--- src/rtl/mmps_pkg.sv ---
package mmps_pkg;

    localparam int DIM = 6;
    localparam int SUM_W = 23;

    localparam logic [1:0] CMD_LOAD_A  = 2'd0;
    localparam logic [1:0] CMD_LOAD_B  = 2'd1;
    localparam logic [1:0] CMD_COMPUTE = 2'd2;

    localparam logic [1:0] CFG_ROWS  = 2'd0;
    localparam logic [1:0] CFG_INNER = 2'd1;

    typedef logic [2:0] elem_t;
    typedef elem_t [DIM-1:0] row_t;
    typedef row_t [DIM-1:0] mat_t;
    typedef logic [SUM_W-1:0] sum_t;

    typedef struct packed {
        logic start;
        logic ack;
    } eng_ctl_t;

    // x mod 6 for x < 256, reciprocal multiply
    function automatic elem_t mod6(input logic [7:0] x);
        logic [15:0] q;
        logic [7:0] r;
        q = 16'(x) * 16'd171;
        r = x - 8'(q[15:10] * 6'd6);
        return r[2:0];
    endfunction

endpackage

--- src/rtl/mmps_engine.sv ---
module mmps_engine import mmps_pkg::*; #(
    parameter int MAX_ROWS = 1024,
    parameter int MAX_INNER = 6
) (
    input  logic                                  aclk,
    input  logic                                  aresetn,
    input  eng_ctl_t                              ctl,
    input  logic [$clog2(MAX_ROWS+1)-1:0]         rows_n,
    input  elem_t                                 inner_k,
    output logic [$clog2(MAX_ROWS*MAX_INNER)-1:0] a_raddr,
    output logic [$clog2(MAX_ROWS*MAX_INNER)-1:0] b_raddr,
    input  elem_t                                 a_rdata,
    input  elem_t                                 b_rdata,
    output logic                                  busy,
    output logic                                  done,
    output sum_t                                  sum
);

    localparam int NW = $clog2(MAX_ROWS + 1);
    localparam int AW = $clog2(MAX_ROWS * MAX_INNER);
    localparam int EW = 2 * NW;
    localparam logic [AW-1:0] ROWS_A = AW'(MAX_ROWS);
    localparam logic [AW-1:0] INNER_A = AW'(MAX_INNER);

    typedef enum logic [11:0] {
        S_IDLE    = 12'b000000000001,
        S_BASE    = 12'b000000000010,
        S_BDRAIN  = 12'b000000000100,
        S_EXP     = 12'b000000001000,
        S_MUL     = 12'b000000010000,
        S_MCOPY   = 12'b000000100000,
        S_AROW    = 12'b000001000000,
        S_ADRAIN  = 12'b000010000000,
        S_RPROD   = 12'b000100000000,
        S_BCOL    = 12'b001000000000,
        S_BCDRAIN = 12'b010000000000,
        S_FIN     = 12'b100000000000
    } state_t;

    state_t state_reg, state_next;
    logic [NW-1:0] n_reg, n_next;
    elem_t k_reg, k_next;
    logic [NW-1:0] bi_reg, bi_next, bj_reg, bj_next, bt_reg, bt_next;
    elem_t si_reg, si_next, sj_reg, sj_next, st_reg, st_next, rt_reg, rt_next;
    elem_t acc_reg, acc_next;
    mat_t base_reg, base_next, pow_reg, pow_next, tmp_reg, tmp_next;
    row_t ar_reg, ar_next, rp_reg, rp_next;
    logic [EW-1:0] e_reg, e_next;
    logic sq_reg, sq_next;
    logic rv_reg;
    sum_t sum_reg, sum_next;

    logic [NW-1:0] n_last;
    elem_t k_last, mul_entry, prod_term;
    logic [7:0] dot;
    row_t x_row, rp_calc;
    logic [7:0] rp_sum [DIM];

    assign n_last = n_reg - NW'(1);
    assign k_last = k_reg - 3'd1;
    assign busy = (state_reg != S_IDLE);
    assign done = (state_reg == S_FIN);
    assign sum = sum_reg;

    always_comb begin
        a_raddr = AW'(bt_reg) * INNER_A + AW'(sj_reg);
        b_raddr = AW'(si_reg) * ROWS_A + AW'(bt_reg);
        case (state_reg)
            S_AROW: begin
                a_raddr = AW'(bi_reg) * INNER_A + AW'(st_reg);
            end
            S_BCOL: begin
                b_raddr = AW'(st_reg) * ROWS_A + AW'(bj_reg);
            end
            default: begin
            end
        endcase
    end

    always_comb begin
        x_row = sq_reg ? base_reg[si_reg] : pow_reg[si_reg];
        dot = '0;
        for (int t = 0; t < DIM; t++) begin
            dot = dot + 8'(x_row[t] * base_reg[t][sj_reg]);
        end
        mul_entry = mod6(dot);
        for (int j = 0; j < DIM; j++) begin
            rp_sum[j] = '0;
            for (int t = 0; t < DIM; t++) begin
                rp_sum[j] = rp_sum[j] + 8'(ar_reg[t] * pow_reg[t][j]);
            end
            rp_calc[j] = mod6(rp_sum[j]);
        end
        if (state_reg == S_BCOL || state_reg == S_BCDRAIN) begin
            prod_term = mod6(8'(rp_reg[rt_reg] * b_rdata));
        end else begin
            prod_term = mod6(8'(a_rdata * b_rdata));
        end
    end

    always_comb begin
        state_next = state_reg;
        n_next = n_reg;
        k_next = k_reg;
        bi_next = bi_reg;
        bj_next = bj_reg;
        bt_next = bt_reg;
        si_next = si_reg;
        sj_next = sj_reg;
        st_next = st_reg;
        rt_next = st_reg;
        acc_next = acc_reg;
        base_next = base_reg;
        pow_next = pow_reg;
        tmp_next = tmp_reg;
        ar_next = ar_reg;
        rp_next = rp_reg;
        e_next = e_reg;
        sq_next = sq_reg;
        sum_next = sum_reg;
        if (rv_reg) begin
            acc_next = mod6(8'(acc_reg) + 8'(prod_term));
        end
        case (state_reg)
            S_IDLE: begin
                if (ctl.start) begin
                    n_next = rows_n;
                    k_next = inner_k;
                    base_next = '0;
                    tmp_next = '0;
                    ar_next = '0;
                    si_next = '0;
                    sj_next = '0;
                    bt_next = '0;
                    acc_next = '0;
                    state_next = S_BASE;
                end
            end
            S_BASE: begin
                if (bt_reg == n_last) begin
                    bt_next = '0;
                    state_next = S_BDRAIN;
                end else begin
                    bt_next = bt_reg + NW'(1);
                end
            end
            S_BDRAIN: begin
                base_next[si_reg][sj_reg] = acc_next;
                acc_next = '0;
                state_next = S_BASE;
                if (sj_reg == k_last) begin
                    sj_next = '0;
                    if (si_reg == k_last) begin
                        si_next = '0;
                        pow_next = '0;
                        for (int t = 0; t < DIM; t++) begin
                            if (3'(t) < k_reg) begin
                                pow_next[t][t] = 3'd1;
                            end
                        end
                        e_next = EW'(n_reg) * EW'(n_reg) - EW'(1);
                        state_next = S_EXP;
                    end else begin
                        si_next = si_reg + 3'd1;
                    end
                end else begin
                    sj_next = sj_reg + 3'd1;
                end
            end
            S_EXP: begin
                si_next = '0;
                sj_next = '0;
                if (e_reg == '0) begin
                    bi_next = '0;
                    st_next = '0;
                    state_next = S_AROW;
                end else begin
                    sq_next = !e_reg[0];
                    state_next = S_MUL;
                end
            end
            S_MUL: begin
                tmp_next[si_reg][sj_reg] = mul_entry;
                if (sj_reg == k_last) begin
                    sj_next = '0;
                    if (si_reg == k_last) begin
                        si_next = '0;
                        state_next = S_MCOPY;
                    end else begin
                        si_next = si_reg + 3'd1;
                    end
                end else begin
                    sj_next = sj_reg + 3'd1;
                end
            end
            S_MCOPY: begin
                if (sq_reg) begin
                    base_next = tmp_reg;
                    e_next = e_reg >> 1;
                    state_next = S_EXP;
                end else begin
                    pow_next = tmp_reg;
                    sq_next = 1'b1;
                    state_next = S_MUL;
                end
            end
            S_AROW: begin
                if (rv_reg) begin
                    ar_next[rt_reg] = a_rdata;
                end
                if (st_reg == k_last) begin
                    state_next = S_ADRAIN;
                end else begin
                    st_next = st_reg + 3'd1;
                end
            end
            S_ADRAIN: begin
                ar_next[rt_reg] = a_rdata;
                state_next = S_RPROD;
            end
            S_RPROD: begin
                rp_next = rp_calc;
                bj_next = '0;
                st_next = '0;
                acc_next = '0;
                state_next = S_BCOL;
            end
            S_BCOL: begin
                if (st_reg == k_last) begin
                    state_next = S_BCDRAIN;
                end else begin
                    st_next = st_reg + 3'd1;
                end
            end
            S_BCDRAIN: begin
                sum_next = sum_reg + SUM_W'(acc_next);
                acc_next = '0;
                st_next = '0;
                state_next = S_BCOL;
                if (bj_reg == n_last) begin
                    bj_next = '0;
                    if (bi_reg == n_last) begin
                        state_next = S_FIN;
                    end else begin
                        bi_next = bi_reg + NW'(1);
                        state_next = S_AROW;
                    end
                end else begin
                    bj_next = bj_reg + NW'(1);
                end
            end
            S_FIN: begin
                if (ctl.ack) begin
                    state_next = S_IDLE;
                end
            end
            default: begin
                state_next = S_IDLE;
            end
        endcase
        if (state_reg == S_IDLE && ctl.start) begin
            sum_next = '0;
        end
    end

    always_ff @(posedge aclk) begin
        if (!aresetn) begin
            state_reg <= S_IDLE;
            rv_reg <= 1'b0;
        end else begin
            state_reg <= state_next;
            rv_reg <= (state_reg == S_BASE) || (state_reg == S_AROW)
                || (state_reg == S_BCOL);
        end
        n_reg <= n_next;
        k_reg <= k_next;
        bi_reg <= bi_next;
        bj_reg <= bj_next;
        bt_reg <= bt_next;
        si_reg <= si_next;
        sj_reg <= sj_next;
        st_reg <= st_next;
        rt_reg <= rt_next;
        acc_reg <= acc_next;
        base_reg <= base_next;
        pow_reg <= pow_next;
        tmp_reg <= tmp_next;
        ar_reg <= ar_next;
        rp_reg <= rp_next;
        e_reg <= e_next;
        sq_reg <= sq_next;
        sum_reg <= sum_next;
    end

endmodule

--- config.mk ---
export PLATFORM = sky130hd
export DESIGN_NAME = mmps_engine
export DESIGN_NICKNAME = d
export VERILOG_FILES = /design/src/rtl/mmps_pkg.sv /design/src/rtl/mmps_engine.sv
export SDC_FILE = /design/constraint.sdc
export NUM_CORES = 2
export LEC_CHECK = 0
export ABC_AREA = 1
export BUFFER_PORTS_ARGS = -buffer_cell sky130_fd_sc_hd__buf_2
export CAP_MARGIN = 20
export CORE_MARGIN = 3
export CORE_UTILIZATION = 50
export DETAILED_ROUTE_END_ITERATION = 12
export PLACE_DENSITY = 0.66
export SLEW_MARGIN = 25
export SYNTH_ARGS = -nofsm -noshare
export SYNTH_HDL_FRONTEND = slang
export SYNTH_SLANG_ARGS = --single-unit
--- constraint.sdc ---
create_clock -name aclk -period 13.4 [get_ports aclk]
set_input_delay 1.34 -clock aclk [delete_from_list [all_inputs] [get_ports aclk]]
set_output_delay 1.34 -clock aclk [all_outputs]
set_load 0.01 [all_outputs]
# Yosys cells after proc, flatten, opt, wreduce, memory -nomap -nowiden
# Cells that the tools add are included.
[classes] addsub=60 div_mod_pow=0 reduce_logical=36 shift=0 bitwise=0 magnitude_cmp=12 n_mux=89 mul=67 eq_ne=37
[ops] cell="$mux 108" n=5
[ops] cell="$pmux 108 s2" n=2
[ops] cell="$pmux 108 s3" n=1
[ops] cell="$mul 3x3->6" n=44
[ops] cell="$bwmux 108" n=2
[ops] cell="$add 8x6->8" n=21
[ops] cell="$pmux 12 s12" n=1
[ops] cell="$mul 8x8->16 const B" n=7
[ops] cell="$bmux 18 s3" n=2
[ops] cell="$mux 12" n=9
[ops] cell="$mux 18" n=6
[ops] cell="$mux 11" n=6
[ops] cell="$mux 22" n=3
[ops] cell="$pmux 11 s2" n=3
[ops] cell="$bmux 3 s3" n=7
[ops] cell="$add 7x6->8" n=7
[ops] cell="$demux 18 s3" n=1
[ops] cell="$mux 3" n=18
[ops] cell="$pmux 18 s3" n=1
[ops] cell="$add 6x6->7" n=7
[ops] cell="$pmux 22 s2" n=1
[ops] cell="$mul 6x2->2 const B" n=7
[ops] cell="$add 11x1->11 const B" n=3
[ops] cell="$eq 11x11->1" n=3
[ops] cell="58 further kinds" n=134
[totals] regBits=481 latchBits=0 inputBits=24 memories=0 mem_bits_ro=0 word_cells=436 out_inout_bits=51 mem_bits_rw=0

# Longest topological paths before layout
[logic_depth] ltp_word=14 ltp_mapped=74 ltp_nobuf=74

# Worst setup path after synthesis
# OpenSTA, ideal clock, no wires.
[synth_path] kind="input to register" startpoint="input port a_rdata[0]" endpoint="register sum_reg[22], in the netlist sum[22]" arrival_time_ns=10.561 cell_stages=61 slack_ns=2.688 path_cell_list="clkbuf_1 > nand2_1 > fa_1 > inv_1 > ha_1 > inv_1 > fa_1 > xnor2_1 > ha_1 > inv_1 > fa_1 > inv_1 > fa_1 > ha_1 > a21oi_1 > o21a_1 > nand2_1 > nor2_1 > (+25 left out) > nand2_1 > inv_1 > ha_1 > xnor2_1 > nand3_1 > nand3_1 > and2_1 > inv_1 > ha_1 > a21oi_1 > nor4_4 > nand2_1 > inv_1 > nand2_1 > nor2_1 > nand4_1 > xor2_1 > nor2_1"
[synth_between] elab_chain_len=11
[synth_rtl] item="from (decl)" line_no="mmps_engine.sv:12" rtl="input elem_t a_rdata,"
[synth_rtl] item="$mul 3x3->6 *" line_no="mmps_engine.sv:97" rtl="prod_term = mod6(8'(a_rdata * b_rdata));"
[synth_rtl] item="$mul 6x8->14" line_no="mmps_pkg.sv:27" rtl="q = 16'(x) * 16'd171;"
[synth_rtl] item="$mul 4x2->2" line_no="mmps_pkg.sv:28" rtl="r = x - 8'(q[15:10] * 6'd6);"
[synth_rtl] item="$sub 3x3->3 *" line_no="mmps_pkg.sv:28"
[synth_rtl] item="$mux 3 *" line_no="mmps_engine.sv:94" rtl="if (state_reg == S_BCOL || state_reg == S_BCDRAIN) begin"
[synth_rtl] item="$add 3x3->4 *" line_no="mmps_engine.sv:122" rtl="acc_next = mod6(8'(acc_reg) + 8'(prod_term));"
[synth_rtl] item="$mul 4x8->12" line_no="mmps_pkg.sv:27"
[synth_rtl] item="$mul 2x1->2" line_no="mmps_pkg.sv:28"
[synth_rtl] item="$sub 3x3->3 *" line_no="mmps_pkg.sv:28"
[synth_rtl] item="$mux 3 *" line_no="mmps_engine.sv:121" rtl="if (rv_reg) begin"
[synth_rtl] item="$add 23x3->23 *" line_no="mmps_engine.sv:236" rtl="sum_next = sum_reg + SUM_W'(acc_next);"
[synth_rtl] item="to (signal assigned)" line_no="mmps_engine.sv:292" rtl="sum_reg <= sum_next;"
[synth_rtl] item="to (decl)" line_no="mmps_engine.sv:51" rtl="sum_t sum_reg, sum_next;"
# Every way passes the cells marked *; elsewhere a longest branch is shown, timed or not.
# A chain may end at the register's enable or synchronous reset.

# Final worst setup path
[layout_path] startpoint="register rt_reg[0]" endpoint="register sum_reg[22], in the netlist sum[22]"
[layout_between] elab_chain_len=13
[layout_rtl] item="from (decl)" line_no="mmps_engine.sv:44" rtl="elem_t si_reg, si_next, sj_reg, sj_next, st_reg, st_next, rt_reg, rt_next;"
[layout_rtl] item="from (signal assigned)" line_no="mmps_engine.sv:283" rtl="rt_reg <= rt_next;"
[layout_rtl] item="$bmux 3 s3 *" line_no="mmps_engine.sv:95" rtl="prod_term = mod6(8'(rp_reg[rt_reg] * b_rdata));"
[layout_rtl] item="$mux 3 (not written as such) *" line_no="mmps_engine.sv:95"
[layout_rtl] item="$mul 3x3->6 *" line_no="mmps_engine.sv:95"
[layout_rtl] item="$mul 6x8->14" line_no="mmps_pkg.sv:27"
[layout_rtl] item="$mul 4x2->2" line_no="mmps_pkg.sv:28"
[layout_rtl] item="$sub 3x3->3 *" line_no="mmps_pkg.sv:28"
[layout_rtl] item="$mux 3 *" line_no="mmps_engine.sv:94"
[layout_rtl] item="$add 3x3->4 *" line_no="mmps_engine.sv:122"
[layout_rtl] item="$mul 4x8->12" line_no="mmps_pkg.sv:27"
[layout_rtl] item="$mul 2x1->2" line_no="mmps_pkg.sv:28"
[layout_rtl] item="$sub 3x3->3 *" line_no="mmps_pkg.sv:28"
[layout_rtl] item="$mux 3 *" line_no="mmps_engine.sv:121"
[layout_rtl] item="$add 23x3->23 *" line_no="mmps_engine.sv:236"
# Every way passes the cells marked *; elsewhere a longest branch is shown, timed or not. The select of a mux whose other input is x is not followed.

==> flow_summary.json <==
{
  "ant_nets": 0,
  "drt_iter0_markers": 4169,
  "fp.dieH_um": 327,
  "cts-root-buf": "clkbuf_16",
  "worstSkewPairLatency_ns": 0.68,
  "postCtsSetupBuffers": 0,
  "synthFlopType": "edfxtp_1",
  "via_per_inst": 5.32,
  "rsz0062_at_grt": "false",
  "asyncSetResetFlopFracSynth_pct": 0,
  "slew_violations": 0,
  "drc": 0,
  "clk_path_buf_depth": 3,
  "rows": 117,
  "synth_top_area_share_pct": 25.6,
  "synth-seq-area-share_pct": 27.2,
  "final_nets": 7242,
  "grt_pass1_wl_um": 220000,
  "slew_headroom_pct": 29.7,
  "slowest_delay_ns": 0.75,
  "seqCellArea_um2": 14000,
  "hp-start": "sum[8]$_SDFFE_PP0N_",
  "place_congestion": 0.989,
  "place.detailed.hpwl_um": 107000,
  "fillerInstances": 9464,
  "dr.pass1.iters": 6,
  "dieWidth_um": 327,
  "cts_sinks": 481,
  "grt_pass1_vias": 39774,
  "netlist_area_um2": 51500,
  "max_freq_ghz": 0.0847,
  "r2r_end": "sum[22]$_SDFFE_PP0N_",
  "grt_use_total_pct": 26.1,
  "grt_max_degree": 74,
  "cts_tree": "yes",
  "crit_required_ns": 13.92,
  "area_growth_pct": 7.03,
  "via_count": 40419,
  "holdCritPathClass": "reg2reg",
  "fin_setup_tns_ns": 0,
  "tightest_slew_ns": 1.05,
  "synth.avg_cell_area_um2": 8.34,
  "die-area_um2": 107000,
  "r2r-start": "rt_reg[0]$_DFF_P_",
  "ff2ff_setup_slack_ns": 1.59,
  "overflow": 0,
  "critPathKind": "reg2reg",
  "hold_viol": 0,
  "cp-end-kind": "flip-flop",
  "synth_fp_nets": 7243,
  "numCtsBuffers": 58,
  "syn_inst": 6178,
  "wire_per_inst_um": 18.3,
  "core_um2": 102000,
  "clk_pin_slew_ns": 0.06,
  "startpoint": "rt_reg[0]$_DFF_P_",
  "cp-start-kind": "flip-flop",
  "synth_commonest_cells": "inv_1, nand2_1, ha_1",
  "synth_edf_count": 439,
  "io-pin-count": 75,
  "h-tree-depth": 2,
  "numPortBuffers": 74,
  "antenna_found_initial": 0,
  "slowest_stage": "dfxtp_1",
  "hold_buffers": 0,
  "post-route-period-util_pct": 88.1,
  "initial_core_util_pct": 50.5,
  "crit_end": "sum[22]$_SDFFE_PP0N_",
  "drv_cap": 0,
  "yosys_warnings": 0,
  "crit_fanout": 20,
  "fin_worst_skew_ns": 0.0506,
  "routed_wl_um": 139000,
  "crit_path_frequent_cell": "inv_1",
  "synth_area_leader_cell": "edfxtp_1",
  "ys_ff_latch": 481,
  "layout-drive-gt1-share_pct": 5.25,
  "yosysMostFrequentCell": "inv_1",
  "cts_resized": 0,
  "fin_crit_ns": 11.81,
  "ys_types": 66,
  "multiInputGateArea_um2": 30900,
  "arrival_ns": 12.33,
  "synthTopCellsByArea": "edfxtp_1, fa_1, ha_1",
  "outcome": "finished, final reports clean",
  "setup_violations": 0,
  "r2r_cells": 58
}
[logic make-up after synthesis]
kind of cell	synth area share (%)
simple gates	15.8
buf+inv	12.9
mux	0.0437
compound gates	8.42
flops	27.2
xor+xnor	3.59
fa+ha+maj	32.0
[per-stage QoR]
stage	utilization, %	area (um2)	cells	hold WS (ns)	setup WS (ns)
2_1_floorplan	-	51500	6178	0.444	2.69
3_3_place_gp	52.2	53200	7485	0.467	1.97
3_5_place_dp	52.2	53200	7485	0.483	1.68
4_1_cts	54.0	55100	7593	0.493	1.65
5_1_grt	54.0	55100	7593	0.517	0.579
6_report	54.1	55200	7594	0.488	1.59
[layer usage]
metal,global-route usage (%),share of wire (%)
met5,0,0
met4,8.66,3.6
met3,4.40,8.4
met2,41.4,45
met1,36.3,43
[how the worst min path moves through the flow]
stage | to | slack (ns) | depth (start not counted)
2_1_floorplan | rt_reg[1]$_DFF_P_ | 0.44 | 0
4_1_cts | sum[8]$_SDFFE_PP0N_ | 0.49 | 2
5_1_grt | sum[8]$_SDFFE_PP0N_ | 0.52 | 2
3_5_place_dp | sum[8]$_SDFFE_PP0N_ | 0.48 | 2
6_report | sum[8]$_SDFFE_PP0N_ | 0.49 | 2
3_3_place_gp | sum[8]$_SDFFE_PP0N_ | 0.47 | 2
[cells in the final DEF, fill, tap and decap left out, types with 125 or more instances in the layout]
master    instances
edfxtp_1        439
o21ai_0         209
xor2_1          125
nand3_1         159
ha_1            578
a21oi_1         268
fa_1            463
nor2_1          427
inv_1          1545
nand2_1        1172
[area by class of cell]
cell class,instances,share of cell area [%]
clock buffers,77,2.87
inverters,1562,10.6
diodes,1,0.00454
repair buffers,119,1.28
well taps,1368,3.10
clock inverters,31,0.574
flip-flops and latches,481,25.4
multi-input cells,3955,56.1
[critical path: cells and delay by family, from the launching register on]
family | cells | cell delay, ns
flip-flops | 1 | 0.75
adder cells (fa/ha/maj) | 14 | 4.78
buffers and inverters | 13 | 1.21
XOR/XNOR | 2 | 0.34
AO/OA/AOI/OAI | 5 | 1.47
AND/OR/NAND/NOR | 24 | 3.16
Power is not shown: default switching activity piles up to over one toggle a cycle in this logic, so the estimate is an artifact.
